--- src/ilc_pkg.sv ---
// shared types, constants and opcode tables of the instruction length cover unit
package ilc_pkg;
  localparam int WindowBytes = 64;
  localparam int LenW = 7;
  localparam int QDepth = 2;

  localparam logic [1:0] ST_OK = 2'd0;
  localparam logic [1:0] ST_UNKNOWN = 2'd1;
  localparam logic [1:0] ST_WINDOW = 2'd2;
  localparam logic [1:0] ST_LIMITS = 2'd3;

  localparam logic [0:0] CFG_MIN_COVER = 1'b0;
  localparam logic [0:0] CFG_MAX_WINDOW = 1'b1;

  localparam logic [2:0] PH_PREFIX = 3'd0;
  localparam logic [2:0] PH_ESCAPE = 3'd1;
  localparam logic [2:0] PH_MODRM = 3'd2;
  localparam logic [2:0] PH_SIB = 3'd3;
  localparam logic [2:0] PH_TAIL = 3'd4;

  localparam logic [7:0] F_M = 8'h01;
  localparam logic [7:0] F_B = 8'h02;
  localparam logic [7:0] F_W = 8'h04;
  localparam logic [7:0] F_D = 8'h08;
  localparam logic [7:0] F_R = 8'h10;
  localparam logic [7:0] F_L = 8'h20;
  localparam logic [7:0] F_X = 8'h80;

  typedef struct packed {
    logic [7:0] code_byte;
    logic       start_scan;
  } item_t;

  typedef struct packed {
    logic [LenW-1:0] cover_length;
    logic [1:0]      status;
  } result_t;

  // byte class worked out by the front part
  typedef struct packed {
    logic       is_prefix;
    logic       is_rex;
    logic       rex_w;
    logic       is_esc;
    logic       is_3byte;
    logic [7:0] map1;
    logic [7:0] map2;
  } class_t;

  typedef struct packed {
    item_t  item;
    class_t cls;
  } qent_t;

  function automatic logic [7:0] one_byte_map(input logic [7:0] b);
    logic [7:0] f;
    logic [3:0] lo;
    lo = b[3:0];
    f = F_X;
    unique case (b[7:4])
      4'h0, 4'h1, 4'h2, 4'h3: begin
        if (lo[2:0] <= 3'd3) f = F_M;
        else if (lo[2:0] == 3'd4) f = F_B;
        else if (lo[2:0] == 3'd5) f = F_D;
        else f = F_X;
      end
      4'h4: f = F_X;
      4'h5: f = 8'h00;
      4'h6: begin
        unique case (lo)
          4'h3: f = F_M;
          4'h8: f = F_D;
          4'h9: f = F_M | F_D;
          4'hA: f = F_B;
          4'hB: f = F_M | F_B;
          default: f = F_X;
        endcase
      end
      4'h7: f = F_R;
      4'h8: begin
        unique case (lo)
          4'h0, 4'h3: f = F_M | F_B;
          4'h1: f = F_M | F_D;
          4'h2: f = F_X;
          default: f = F_M;
        endcase
      end
      4'h9: f = (lo == 4'hA) ? F_X : 8'h00;
      4'hA: begin
        if (lo <= 4'h3) f = F_X;
        else if (lo == 4'h8) f = F_B;
        else if (lo == 4'h9) f = F_D;
        else f = 8'h00;
      end
      4'hB: f = lo[3] ? F_D : F_B;
      4'hC: begin
        unique case (lo)
          4'h0, 4'h1, 4'h6: f = F_M | F_B;
          4'h2: f = F_W;
          4'h7: f = F_M | F_D;
          4'h4, 4'h5, 4'h8, 4'hA, 4'hE: f = F_X;
          4'hD: f = F_B;
          default: f = 8'h00;
        endcase
      end
      4'hD: f = (lo <= 4'h3) ? F_M : F_X;
      4'hE: begin
        if (lo <= 4'h3) f = F_R;
        else if (lo <= 4'h7) f = F_B;
        else if (lo <= 4'h9) f = F_L;
        else if (lo == 4'hA) f = F_X;
        else if (lo == 4'hB) f = F_R;
        else f = 8'h00;
      end
      4'hF: begin
        unique case (lo)
          4'h0, 4'h2, 4'h3: f = F_X;
          4'h6: f = F_M | F_B;
          4'h7: f = F_M | F_D;
          4'hE, 4'hF: f = F_M;
          default: f = 8'h00;
        endcase
      end
      default: f = F_X;
    endcase
    return f;
  endfunction

  function automatic logic [7:0] two_byte_map(input logic [7:0] b);
    logic [7:0] f;
    logic [3:0] lo;
    lo = b[3:0];
    f = F_M;
    unique case (b[7:4])
      4'h0: begin
        if (lo <= 4'h3 || lo >= 4'hE) f = F_M;
        else if (lo <= 4'h7 || lo == 4'hA || lo == 4'hC || lo == 4'hD) f = F_X;
        else f = 8'h00;
      end
      4'h1: f = (lo == 4'h7) ? F_X : F_M;
      4'h2: f = (lo == 4'h6 || lo == 4'h7) ? F_X : F_M;
      4'h3: f = (lo <= 4'h5) ? 8'h00 : F_X;
      4'h7: begin
        if (lo <= 4'h3 || (lo >= 4'h8 && lo <= 4'hB)) f = F_M | F_B;
        else if (lo == 4'h7) f = 8'h00;
        else f = F_M;
      end
      4'h8: f = F_L;
      4'hA: begin
        unique case (lo)
          4'h0, 4'h1, 4'h2, 4'h8, 4'h9: f = 8'h00;
          4'h4, 4'hC: f = F_M | F_B;
          default: f = F_M;
        endcase
      end
      4'hB: begin
        if (lo == 4'h8 || lo == 4'h9) f = F_X;
        else if (lo == 4'hA) f = F_M | F_B;
        else f = F_M;
      end
      4'hC: begin
        if (lo[3]) f = 8'h00;
        else if (lo == 4'h2 || lo == 4'h4 || lo == 4'h5 || lo == 4'h6) f = F_M | F_B;
        else f = F_M;
      end
      4'hF: f = (lo == 4'hF) ? F_X : F_M;
      default: f = F_M;
    endcase
    return f;
  endfunction
endpackage

--- src/ilc_stream_if.sv ---
// valid/ready channel carrying one payload
interface ilc_stream_if #(parameter type payload_t = logic);
  logic     valid;
  logic     ready;
  payload_t payload;
  modport source (output valid, output payload, input ready);
  modport sink (input valid, input payload, output ready);
endinterface

--- src/ilc_front.sv ---
// front part: classifies each code byte and queues it
module ilc_front (
  input  logic                clk,
  input  logic                rst_n,
  input  logic                in_valid,
  output logic                in_ready,
  input  ilc_pkg::item_t      in_item,
  output logic                q_valid,
  input  logic                q_ready,
  output ilc_pkg::qent_t      q_ent
);
  import ilc_pkg::*;

  qent_t            mem_r [QDepth];
  logic             wp_r, wp_nxt, rp_r, rp_nxt;
  logic [1:0]       cnt_r, cnt_nxt;
  qent_t            ent;
  logic             push, pop;
  logic [7:0]       b;

  always_comb begin
    b = in_item.code_byte;
    ent.item = in_item;
    ent.cls.is_prefix = (b == 8'h66) || (b == 8'h67) || (b == 8'hF0) || (b == 8'hF2) ||
                        (b == 8'hF3) || (b == 8'h26) || (b == 8'h2E) || (b == 8'h36) ||
                        (b == 8'h3E) || (b == 8'h64) || (b == 8'h65);
    ent.cls.is_rex = (b[7:4] == 4'h4);
    ent.cls.rex_w = b[3];
    ent.cls.is_esc = (b == 8'h0F);
    ent.cls.is_3byte = (b == 8'h38) || (b == 8'h3A);
    ent.cls.map1 = one_byte_map(b);
    ent.cls.map2 = two_byte_map(b);
  end

  assign in_ready = (cnt_r != 2'(QDepth));
  assign q_valid = (cnt_r != 2'd0);
  assign q_ent = mem_r[rp_r];
  assign push = in_valid && in_ready;
  assign pop = q_valid && q_ready;

  always_comb begin
    wp_nxt = push ? ~wp_r : wp_r;
    rp_nxt = pop ? ~rp_r : rp_r;
    cnt_nxt = cnt_r + {1'b0, push} - {1'b0, pop};
  end

  always_ff @(posedge clk) begin
    if (!rst_n) begin
      wp_r <= 1'b0;
      rp_r <= 1'b0;
      cnt_r <= 2'd0;
    end else begin
      wp_r <= wp_nxt;
      rp_r <= rp_nxt;
      cnt_r <= cnt_nxt;
    end
  end

  always_ff @(posedge clk) begin
    if (push) mem_r[wp_r] <= ent;
  end
endmodule

--- src/ilc_back.sv ---
// back part: instruction walk and result register
module ilc_back (
  input  logic                        clk,
  input  logic                        rst_n,
  input  logic                        q_valid,
  output logic                        q_ready,
  input  ilc_pkg::qent_t              q_ent,
  input  logic [ilc_pkg::LenW-1:0]    min_cover,
  input  logic [ilc_pkg::LenW-1:0]    max_window,
  output logic                        out_valid,
  input  logic                        out_ready,
  output ilc_pkg::result_t            out_res
);
  import ilc_pkg::*;

  logic            act_r, act_nxt;
  logic [LenW-1:0] off_r, off_nxt;
  logic [2:0]      ph_r, ph_nxt;
  logic            rexw_r, rexw_nxt;
  logic            esc_r, esc_nxt;
  logic [7:0]      opc_r, opc_nxt;
  logic [7:0]      flg_r, flg_nxt;
  logic [3:0]      left_r, left_nxt;
  logic            ov_r;
  result_t         res_r;
  logic            emit;
  result_t         res;
  logic            take;

  function automatic logic [3:0] imm_size(input logic [7:0] f, input logic e,
                                          input logic w, input logic [7:0] op);
    logic [3:0] s;
    if ((f & F_B) != 8'h00) s = 4'd1;
    else if ((f & F_W) != 8'h00) s = 4'd2;
    else if ((f & F_D) != 8'h00)
      s = (!e && w && op >= 8'hB8 && op <= 8'hBF) ? 4'd8 : 4'd4;
    else if ((f & F_R) != 8'h00) s = 4'd1;
    else if ((f & F_L) != 8'h00) s = 4'd4;
    else s = 4'd0;
    return s;
  endfunction

  assign q_ready = !ov_r || out_ready;
  assign take = q_valid && q_ready;
  assign out_valid = ov_r;
  assign out_res = res_r;

  always_comb begin
    logic [7:0] b;
    logic       done;
    logic       stop;
    logic [7:0] fl;
    logic [1:0] md;
    logic [2:0] rm;
    logic [3:0] disp;
    logic [LenW-1:0] o1;
    b = q_ent.item.code_byte;
    done = 1'b0;
    stop = 1'b0;
    fl = 8'h00;
    md = b[7:6];
    rm = b[2:0];
    disp = 4'd0;
    o1 = off_r;
    act_nxt = act_r; off_nxt = off_r; ph_nxt = ph_r; rexw_nxt = rexw_r;
    esc_nxt = esc_r; opc_nxt = opc_r; flg_nxt = flg_r; left_nxt = left_r;
    emit = 1'b0;
    res = '0;
    if (q_ent.item.start_scan) begin
      act_nxt = 1'b0; off_nxt = '0; ph_nxt = PH_PREFIX; rexw_nxt = 1'b0;
      esc_nxt = 1'b0; opc_nxt = '0; flg_nxt = '0; left_nxt = '0;
      if (min_cover == '0 || max_window == '0 || min_cover > max_window ||
          max_window > LenW'(WindowBytes)) begin
        emit = 1'b1; res.status = ST_LIMITS; stop = 1'b1;
      end else begin
        act_nxt = 1'b1;
      end
    end
    if (!stop && act_nxt) begin
      if (off_nxt >= max_window) begin
        emit = 1'b1; res.status = ST_WINDOW; act_nxt = 1'b0;
      end else begin
        unique case (ph_nxt)
          PH_PREFIX: begin
            if (q_ent.cls.is_prefix) begin
            end else if (q_ent.cls.is_rex) begin
              rexw_nxt = q_ent.cls.rex_w;
            end else if (q_ent.cls.is_esc) begin
              ph_nxt = PH_ESCAPE;
            end else begin
              opc_nxt = b;
              fl = q_ent.cls.map1;
              if ((fl & F_X) != 8'h00) begin
                emit = 1'b1; res.status = ST_UNKNOWN; stop = 1'b1;
              end
            end
          end
          PH_ESCAPE: begin
            esc_nxt = 1'b1;
            opc_nxt = b;
            fl = q_ent.cls.map2;
            if (q_ent.cls.is_3byte || (fl & F_X) != 8'h00) begin
              emit = 1'b1; res.status = ST_UNKNOWN; stop = 1'b1;
            end
          end
          PH_MODRM: begin
            if (md == 2'd0) disp = (rm == 3'd5) ? 4'd4 : 4'd0;
            else if (md == 2'd1) disp = 4'd1;
            else if (md == 2'd2) disp = 4'd4;
            if (md != 2'd3 && rm == 3'd4) begin
              left_nxt = disp; ph_nxt = PH_SIB;
            end else begin
              left_nxt = disp + imm_size(flg_nxt, esc_nxt, rexw_nxt, opc_nxt);
              ph_nxt = PH_TAIL;
              done = (left_nxt == 4'd0);
            end
          end
          PH_SIB: begin
            disp = left_nxt;
            if (disp == 4'd0 && rm == 3'd5) disp = 4'd4;
            left_nxt = disp + imm_size(flg_nxt, esc_nxt, rexw_nxt, opc_nxt);
            ph_nxt = PH_TAIL;
            done = (left_nxt == 4'd0);
          end
          default: begin
            if (left_nxt != 4'd0) left_nxt = left_nxt - 4'd1;
            done = (left_nxt == 4'd0);
          end
        endcase
        if (!stop && (ph_nxt == ph_r || q_ent.item.start_scan) && ph_nxt != PH_ESCAPE &&
            ph_nxt != PH_MODRM && ph_nxt != PH_SIB && ph_nxt != PH_TAIL) begin
          // prefix phase byte that was an opcode
          if (!q_ent.cls.is_prefix && !q_ent.cls.is_rex && !q_ent.cls.is_esc) begin
            flg_nxt = fl;
            if ((fl & F_M) != 8'h00) ph_nxt = PH_MODRM;
            else begin
              left_nxt = imm_size(fl, esc_nxt, rexw_nxt, opc_nxt);
              ph_nxt = PH_TAIL;
              done = (left_nxt == 4'd0);
            end
          end
        end else if (!stop && ph_nxt == PH_ESCAPE && esc_nxt) begin
          flg_nxt = fl;
          if ((fl & F_M) != 8'h00) ph_nxt = PH_MODRM;
          else begin
            left_nxt = imm_size(fl, 1'b1, rexw_nxt, opc_nxt);
            ph_nxt = PH_TAIL;
            done = (left_nxt == 4'd0);
          end
        end
        if (stop) begin
          act_nxt = 1'b0;
        end else begin
          o1 = off_nxt + LenW'(1);
          off_nxt = o1;
          if (done && o1 >= min_cover) begin
            emit = 1'b1; res.status = ST_OK; res.cover_length = o1; act_nxt = 1'b0;
          end else begin
            if (done) begin
              ph_nxt = PH_PREFIX; rexw_nxt = 1'b0; esc_nxt = 1'b0;
              opc_nxt = '0; flg_nxt = '0; left_nxt = '0;
            end
            if (o1 >= max_window) begin
              emit = 1'b1; res.status = ST_WINDOW; act_nxt = 1'b0;
            end
          end
        end
      end
    end
  end

  always_ff @(posedge clk) begin
    if (!rst_n) begin
      act_r <= 1'b0; off_r <= '0; ph_r <= PH_PREFIX; rexw_r <= 1'b0;
      esc_r <= 1'b0; opc_r <= '0; flg_r <= '0; left_r <= '0; ov_r <= 1'b0;
    end else begin
      if (take) begin
        act_r <= act_nxt; off_r <= off_nxt; ph_r <= ph_nxt; rexw_r <= rexw_nxt;
        esc_r <= esc_nxt; opc_r <= opc_nxt; flg_r <= flg_nxt; left_r <= left_nxt;
      end
      if (take && emit) ov_r <= 1'b1;
      else if (out_ready) ov_r <= 1'b0;
    end
  end

  always_ff @(posedge clk) begin
    if (take && emit) res_r <= res;
  end
endmodule

--- src/x86_64_instruction_length_cover_unit.sv ---
// x86-64 instruction length cover unit: finds the shortest run of whole
// instructions covering min_cover bytes, one code byte per transfer. A byte
// is classified in the front part (prefix, rex, escape, opcode table lookup)
// and queued in a two-entry queue; the back part walks the instruction phases
// and owns a result register, so one byte is taken every cycle while the
// result channel is ready. A result that is not taken stalls the back part,
// and the queue then fills and holds off the input after two more bytes.
// From byte transfer to result, a byte passes the queue entry and then the
// result register; earlier bytes still waiting in the queue add to the wait.
module x86_64_instruction_length_cover_unit (
  input  logic                     clk,
  input  logic                     rst_n,
  ilc_stream_if.sink               in_ch,
  ilc_stream_if.source             out_ch,
  input  logic                     cfg_we,
  input  logic                     cfg_index,
  input  logic [ilc_pkg::LenW-1:0] cfg_data
);
  import ilc_pkg::*;

  logic            q_valid, q_ready;
  qent_t           q_ent;
  logic [LenW-1:0] min_cover_r, max_window_r;

  // live limit registers
  always_ff @(posedge clk) begin
    if (!rst_n) begin
      min_cover_r <= LenW'(5);
      max_window_r <= LenW'(WindowBytes);
    end else if (cfg_we) begin
      unique case (cfg_index)
        CFG_MIN_COVER: min_cover_r <= cfg_data;
        CFG_MAX_WINDOW: max_window_r <= cfg_data;
        default: ;
      endcase
    end
  end

  ilc_front u_front (
    .clk(clk), .rst_n(rst_n),
    .in_valid(in_ch.valid), .in_ready(in_ch.ready), .in_item(in_ch.payload),
    .q_valid(q_valid), .q_ready(q_ready), .q_ent(q_ent)
  );

  ilc_back u_back (
    .clk(clk), .rst_n(rst_n),
    .q_valid(q_valid), .q_ready(q_ready), .q_ent(q_ent),
    .min_cover(min_cover_r), .max_window(max_window_r),
    .out_valid(out_ch.valid), .out_ready(out_ch.ready), .out_res(out_ch.payload)
  );
endmodule

--- src/flat_wrapper.sv ---
// flat-port wrapper written by rule: the top's interface ports become plain ports
module x86_64_instruction_length_cover_unit_flat import ilc_pkg::*;
  (clk, rst_n, cfg_we, cfg_index, cfg_data, in_ch_valid, in_ch_payload, in_ch_ready, out_ch_valid, out_ch_payload, out_ch_ready);
  ilc_stream_if #(.payload_t(item_t)) in_ch_i ();
  ilc_stream_if #(.payload_t(result_t)) out_ch_i ();
  input  logic clk;
  input  logic rst_n;
  input  logic cfg_we;
  input  logic cfg_index;
  input  logic [ilc_pkg::LenW-1:0] cfg_data;
  input wire logic [$bits(in_ch_i.valid)-1:0] in_ch_valid;
  input wire logic [$bits(in_ch_i.payload)-1:0] in_ch_payload;
  output wire logic [$bits(in_ch_i.ready)-1:0] in_ch_ready;
  output wire logic [$bits(out_ch_i.valid)-1:0] out_ch_valid;
  output wire logic [$bits(out_ch_i.payload)-1:0] out_ch_payload;
  input wire logic [$bits(out_ch_i.ready)-1:0] out_ch_ready;
  assign in_ch_i.valid = in_ch_valid;
  assign in_ch_i.payload = in_ch_payload;
  assign in_ch_ready = in_ch_i.ready;
  assign out_ch_valid = out_ch_i.valid;
  assign out_ch_payload = out_ch_i.payload;
  assign out_ch_i.ready = out_ch_ready;
  x86_64_instruction_length_cover_unit u_core (.clk(clk), .rst_n(rst_n), .in_ch(in_ch_i), .out_ch(out_ch_i), .cfg_we(cfg_we), .cfg_index(cfg_index), .cfg_data(cfg_data));
endmodule
--- config.mk ---
export PLATFORM = sky130hd
export DESIGN_NAME = x86_64_instruction_length_cover_unit_flat
export DESIGN_NICKNAME = d
export VERILOG_FILES = /design/src/ilc_pkg.sv /design/src/ilc_stream_if.sv /design/src/ilc_front.sv /design/src/ilc_back.sv /design/src/x86_64_instruction_length_cover_unit.sv /design/src/flat_wrapper.sv
export SDC_FILE = /design/constraint.sdc
export NUM_CORES = 1
export LEC_CHECK = 0
export BUFFER_PORTS_ARGS = -buffer_cell sky130_fd_sc_hd__buf_2
export CAP_MARGIN = 20
export CORE_AREA = 2 2 113 115
export DETAILED_ROUTE_END_ITERATION = 6
export DIE_AREA = 0 0 115 117
export PLACE_DENSITY_LB_ADDON = 0.2
export SKIP_CTS_REPAIR_TIMING = 1
export SYNTH_ARGS = -nofsm -noshare
export SYNTH_HDL_FRONTEND = slang
export SYNTH_SLANG_ARGS = --single-unit
--- constraint.sdc ---
create_clock -name clk -period 13.5 [get_ports clk]
set_input_delay 2.7 -clock clk [delete_from_list [all_inputs] [get_ports clk]]
set_output_delay 2.7 -clock clk [all_outputs]
set_load 0.005 [all_outputs]
==> impl_metrics.env <==
export IMPL_async_reset_ff_share_pct=0
export IMPL_grt_max_degree=35
export IMPL_cpPeakStageDelay_ns=0.68
export IMPL_worst_endpoint_arrival_ns=4.77
export IMPL_crit_slowest_cell="a21oi_1"
export IMPL_synth_edf_count=57
export IMPL_synth_area_leaders="edfxtp_1, dfxtp_1, ha_1"
export IMPL_clk_latency_ns=0.35
export IMPL_ff2ff_setup_slack_ns=8.71
export IMPL_ctsHtreeMaxLevel=3
export IMPL_crit_type="flip-flop to flip-flop"
export IMPL_crit_fanout=34
export IMPL_drive_gt1_share_pct=11.04
export IMPL_ios=33
export IMPL_die_y_um=117
export IMPL_post_route_period_util_pct=35.49
export IMPL_initial_utilization_pct=55.46
export IMPL_ant_nets=0
export IMPL_fp_coreArea_sq_um=12310
export IMPL_p_switching_mw=0.3642
export IMPL_wire_per_inst_um=18.64
export IMPL_hold_violations=0
export IMPL_yosys_warnings=0
export IMPL_die_x_um=115
export IMPL_clk_pin_slew_ns=0.08
export IMPL_row_count=41
export IMPL_hp_class="flip-flop to flip-flop"
export IMPL_worstPathRequired_ns=13.48
export IMPL_cts_sinks=104
export IMPL_critPathTopFamily="compound AO/OA/AOI/OAI gates"
export IMPL_cts_tree="yes"
export IMPL_worst_slew_pin_slew_ns=0.8535
export IMPL_areaGrowthSynthToFinish_pct=8.063
export IMPL_clock_path_buffers=2
export IMPL_globalplace_congestion=0.9176
export IMPL_cp_end_kind="flip-flop"
export IMPL_drv_cap=0
export IMPL_synth_top_cell_by_area="edfxtp_1"
export IMPL_synth_distinct_cells=89
export IMPL_combPwrFrac_pct=33.0
export IMPL_grt_pass1_vias=5627
export IMPL_crit_path_start_kind="flip-flop"
export IMPL_p_int_mw=0.6408
export IMPL_dpl_hpwl_um=12860
export IMPL_io_buffers=32
export IMPL_die_area_sq_um=13460
export IMPL_period_minus_slack_ns=4.791
export IMPL_via_per_inst=6.382
export IMPL_drtIter0Drc=655
export IMPL_rsz0062_at_grt="no"
export IMPL_cp_num_buf_inv=3
export IMPL_synth_area_per_cell_sq_um=8.914
export IMPL_grt_usage_pct=26.87
export IMPL_ys_ff_latch=104
export IMPL_drc=0
export IMPL_first_pass_iters=5
export IMPL_dr_total_vias=5929
export IMPL_p_seq_share_pct=39.5
export IMPL_power_frac_clock_pct=27.5
export IMPL_grt_pass1_wl_um=28320
export IMPL_finalCoreUtilization_pct=59.93
export IMPL_antenna_found_initial=0
export IMPL_fin_skew_ns=0.01292
export IMPL_antennaDiodeCount=0
export IMPL_grt_overflow=0
export IMPL_power_density_nw_per_um2=136.2
export IMPL_yosysSeqAreaShare_pct=38.85
export IMPL_setup_violations_final=0
export IMPL_path_cells="buf_4 -> mux2i_4 -> buf_4 -> nand2_1 -> inv_1 -> ha_1 -> nand3_1 -> xnor2_1 -> ha_1 -> nand2_1 -> o21ai_0 -> a31oi_1 -> or3_4 -> and2_4 -> a21oi_1"
export IMPL_synth_most_common_cell="nand2_1"
export IMPL_synth_nets=830
export IMPL_p_leak_nw=2.702
export IMPL_drt_met1_wl_um=6958
export IMPL_wl_met2_um=9008
export IMPL_numCtsBuffers=9
export IMPL_worst_ir_drop_vdd_mv=0.1465
export IMPL_status="completed"
export IMPL_design_area_sq_um=7378
export IMPL_placed_cell_area_sq_um=7041
export IMPL_synthFlopType="edfxtp_1"
export IMPL_cts_root_buf="clkbuf_16"
export IMPL_top_layer="met4"
export IMPL_wl_um=17320
export IMPL_syn_cell_area_sq_um=6828
export IMPL_synth_top_area_share_pct=25.07
export IMPL_wl_met3_um=845
export IMPL_setup_ws_ns=8.709
export IMPL_final_nets=838
export IMPL_max_freq_mhz=208.7
export IMPL_place_worst_setup_slack_ns=8.537
export IMPL_synthCells=766
export IMPL_slew_viol_final=0
export IMPL_switching_share_pct=36.24
export IMPL_max_slew_margin_pct=43.10
export IMPL_ys_top_cells_by_count="nand2_1, nor2_1, a21oi_1"
export IMPL_setup_tns_ns=0
## metrics by stage
step | power, mW | instances | hold WS, ns
after detailed placement | 0.7301 | 912 | 0.4612
after CTS | 1.008 | 928 | 0.4826
after floorplan | 0.6507 | 766 | 0.4365
after global routing | 1.060 | 929 | 0.5113
after global placement | 0.7234 | 912 | 0.4598
final | 1.005 | 929 | 0.4823
## final timing paths
path	start	depth (start not counted)	endpoint
worst max-delay path	flip-flop	15	u_core.u_back.out_res[5]$_SDFFCE_PP0P_
worst min-delay path	u_core.u_back.flg_r[5]$_SDFFE_PN0P_	1	u_core.u_back.flg_r[5]$_SDFFE_PN0P_
worst max register to register	flip-flop	15	u_core.u_back.out_res[5]$_SDFFCE_PP0P_
worst min register to register	u_core.u_back.flg_r[5]$_SDFFE_PN0P_	1	u_core.u_back.flg_r[5]$_SDFFE_PN0P_
## sequential cells by signal (all words and copies together), names as in the netlist, 2 cells and up, named ones only
| signal | count |
|---|---|
| u_core.u_back.left_r | 4 |
| u_core.u_back.opc_r | 5 |
| u_core.u_back.out_res | 9 |
| u_core.min_cover_r | 7 |
| u_core.u_back.off_r | 7 |
| u_core.u_front.cnt_r | 2 |
| u_core.u_back.flg_r | 5 |
| u_core.u_front.mem_r | 48 |
| u_core.max_window_r | 7 |
| u_core.u_back.ph_r | 3 |
## routing by layer
layer,track usage (%),up-vias
met5,0,-
met4,10.36,0
met3,5.355,47
met2,48.90,215
met1,31.28,2805
li1,-,2862
## cells in the final DEF, fill, tap and decap left out, types with 24 or more instances in the layout
master	n
inv_1	34
edfxtp_1	57
nor2_1	69
o21ai_0	45
a21oi_1	59
buf_2	32
dfxtp_1	47
nor3_1	25
nand2_1	82
ha_1	41
nand3_1	24
## worst reg2reg max path, cell delays in order, from the launching register on
cell and delay, ns:
dfxtp_1 0.32, buf_4 0.37, mux2i_4 0.32, buf_4 0.38, nand2_1 0.20, inv_1 0.17
ha_1 0.28, nand3_1 0.14, xnor2_1 0.36, ha_1 0.22, nand2_1 0.04, o21ai_0 0.19
a31oi_1 0.15, or3_4 0.44, and2_4 0.16, a21oi_1 0.68
## kinds of logic after synthesis
family	Yosys count	synth area share (%)
xor gates and xnor gates	13	1.668
DFF	104	38.85
adders and majority gates	42	7.806
muxes	21	3.390
buffers and inverters	77	4.489
AOI/OAI and AO/OA	222	22.56
and+or+nand+nor	287	21.24
## power by group through the flow
stage	Combinational (mW)	Clock, mW	Sequential, mW
floorplan	0.252	0	0.399
finish	0.332	0.277	0.397
global route	0.366	0.294	0.401
CTS	0.329	0.282	0.397
detailed placement	0.326	0	0.404
global placement	0.321	0	0.403
## layout make-up
type	instances	area, sq um
Fill cell	1095	4933
Multi-Input combinational cell	585	3871
Sequential cell	104	2653
Clock buffer	9	225.2
Timing Repair Buffer	37	205.2
Tap cell	150	187.7
Inverter	37	138.9
Clock inverter	7	97.59
Note: power is estimated with default switching activity, not from simulation.
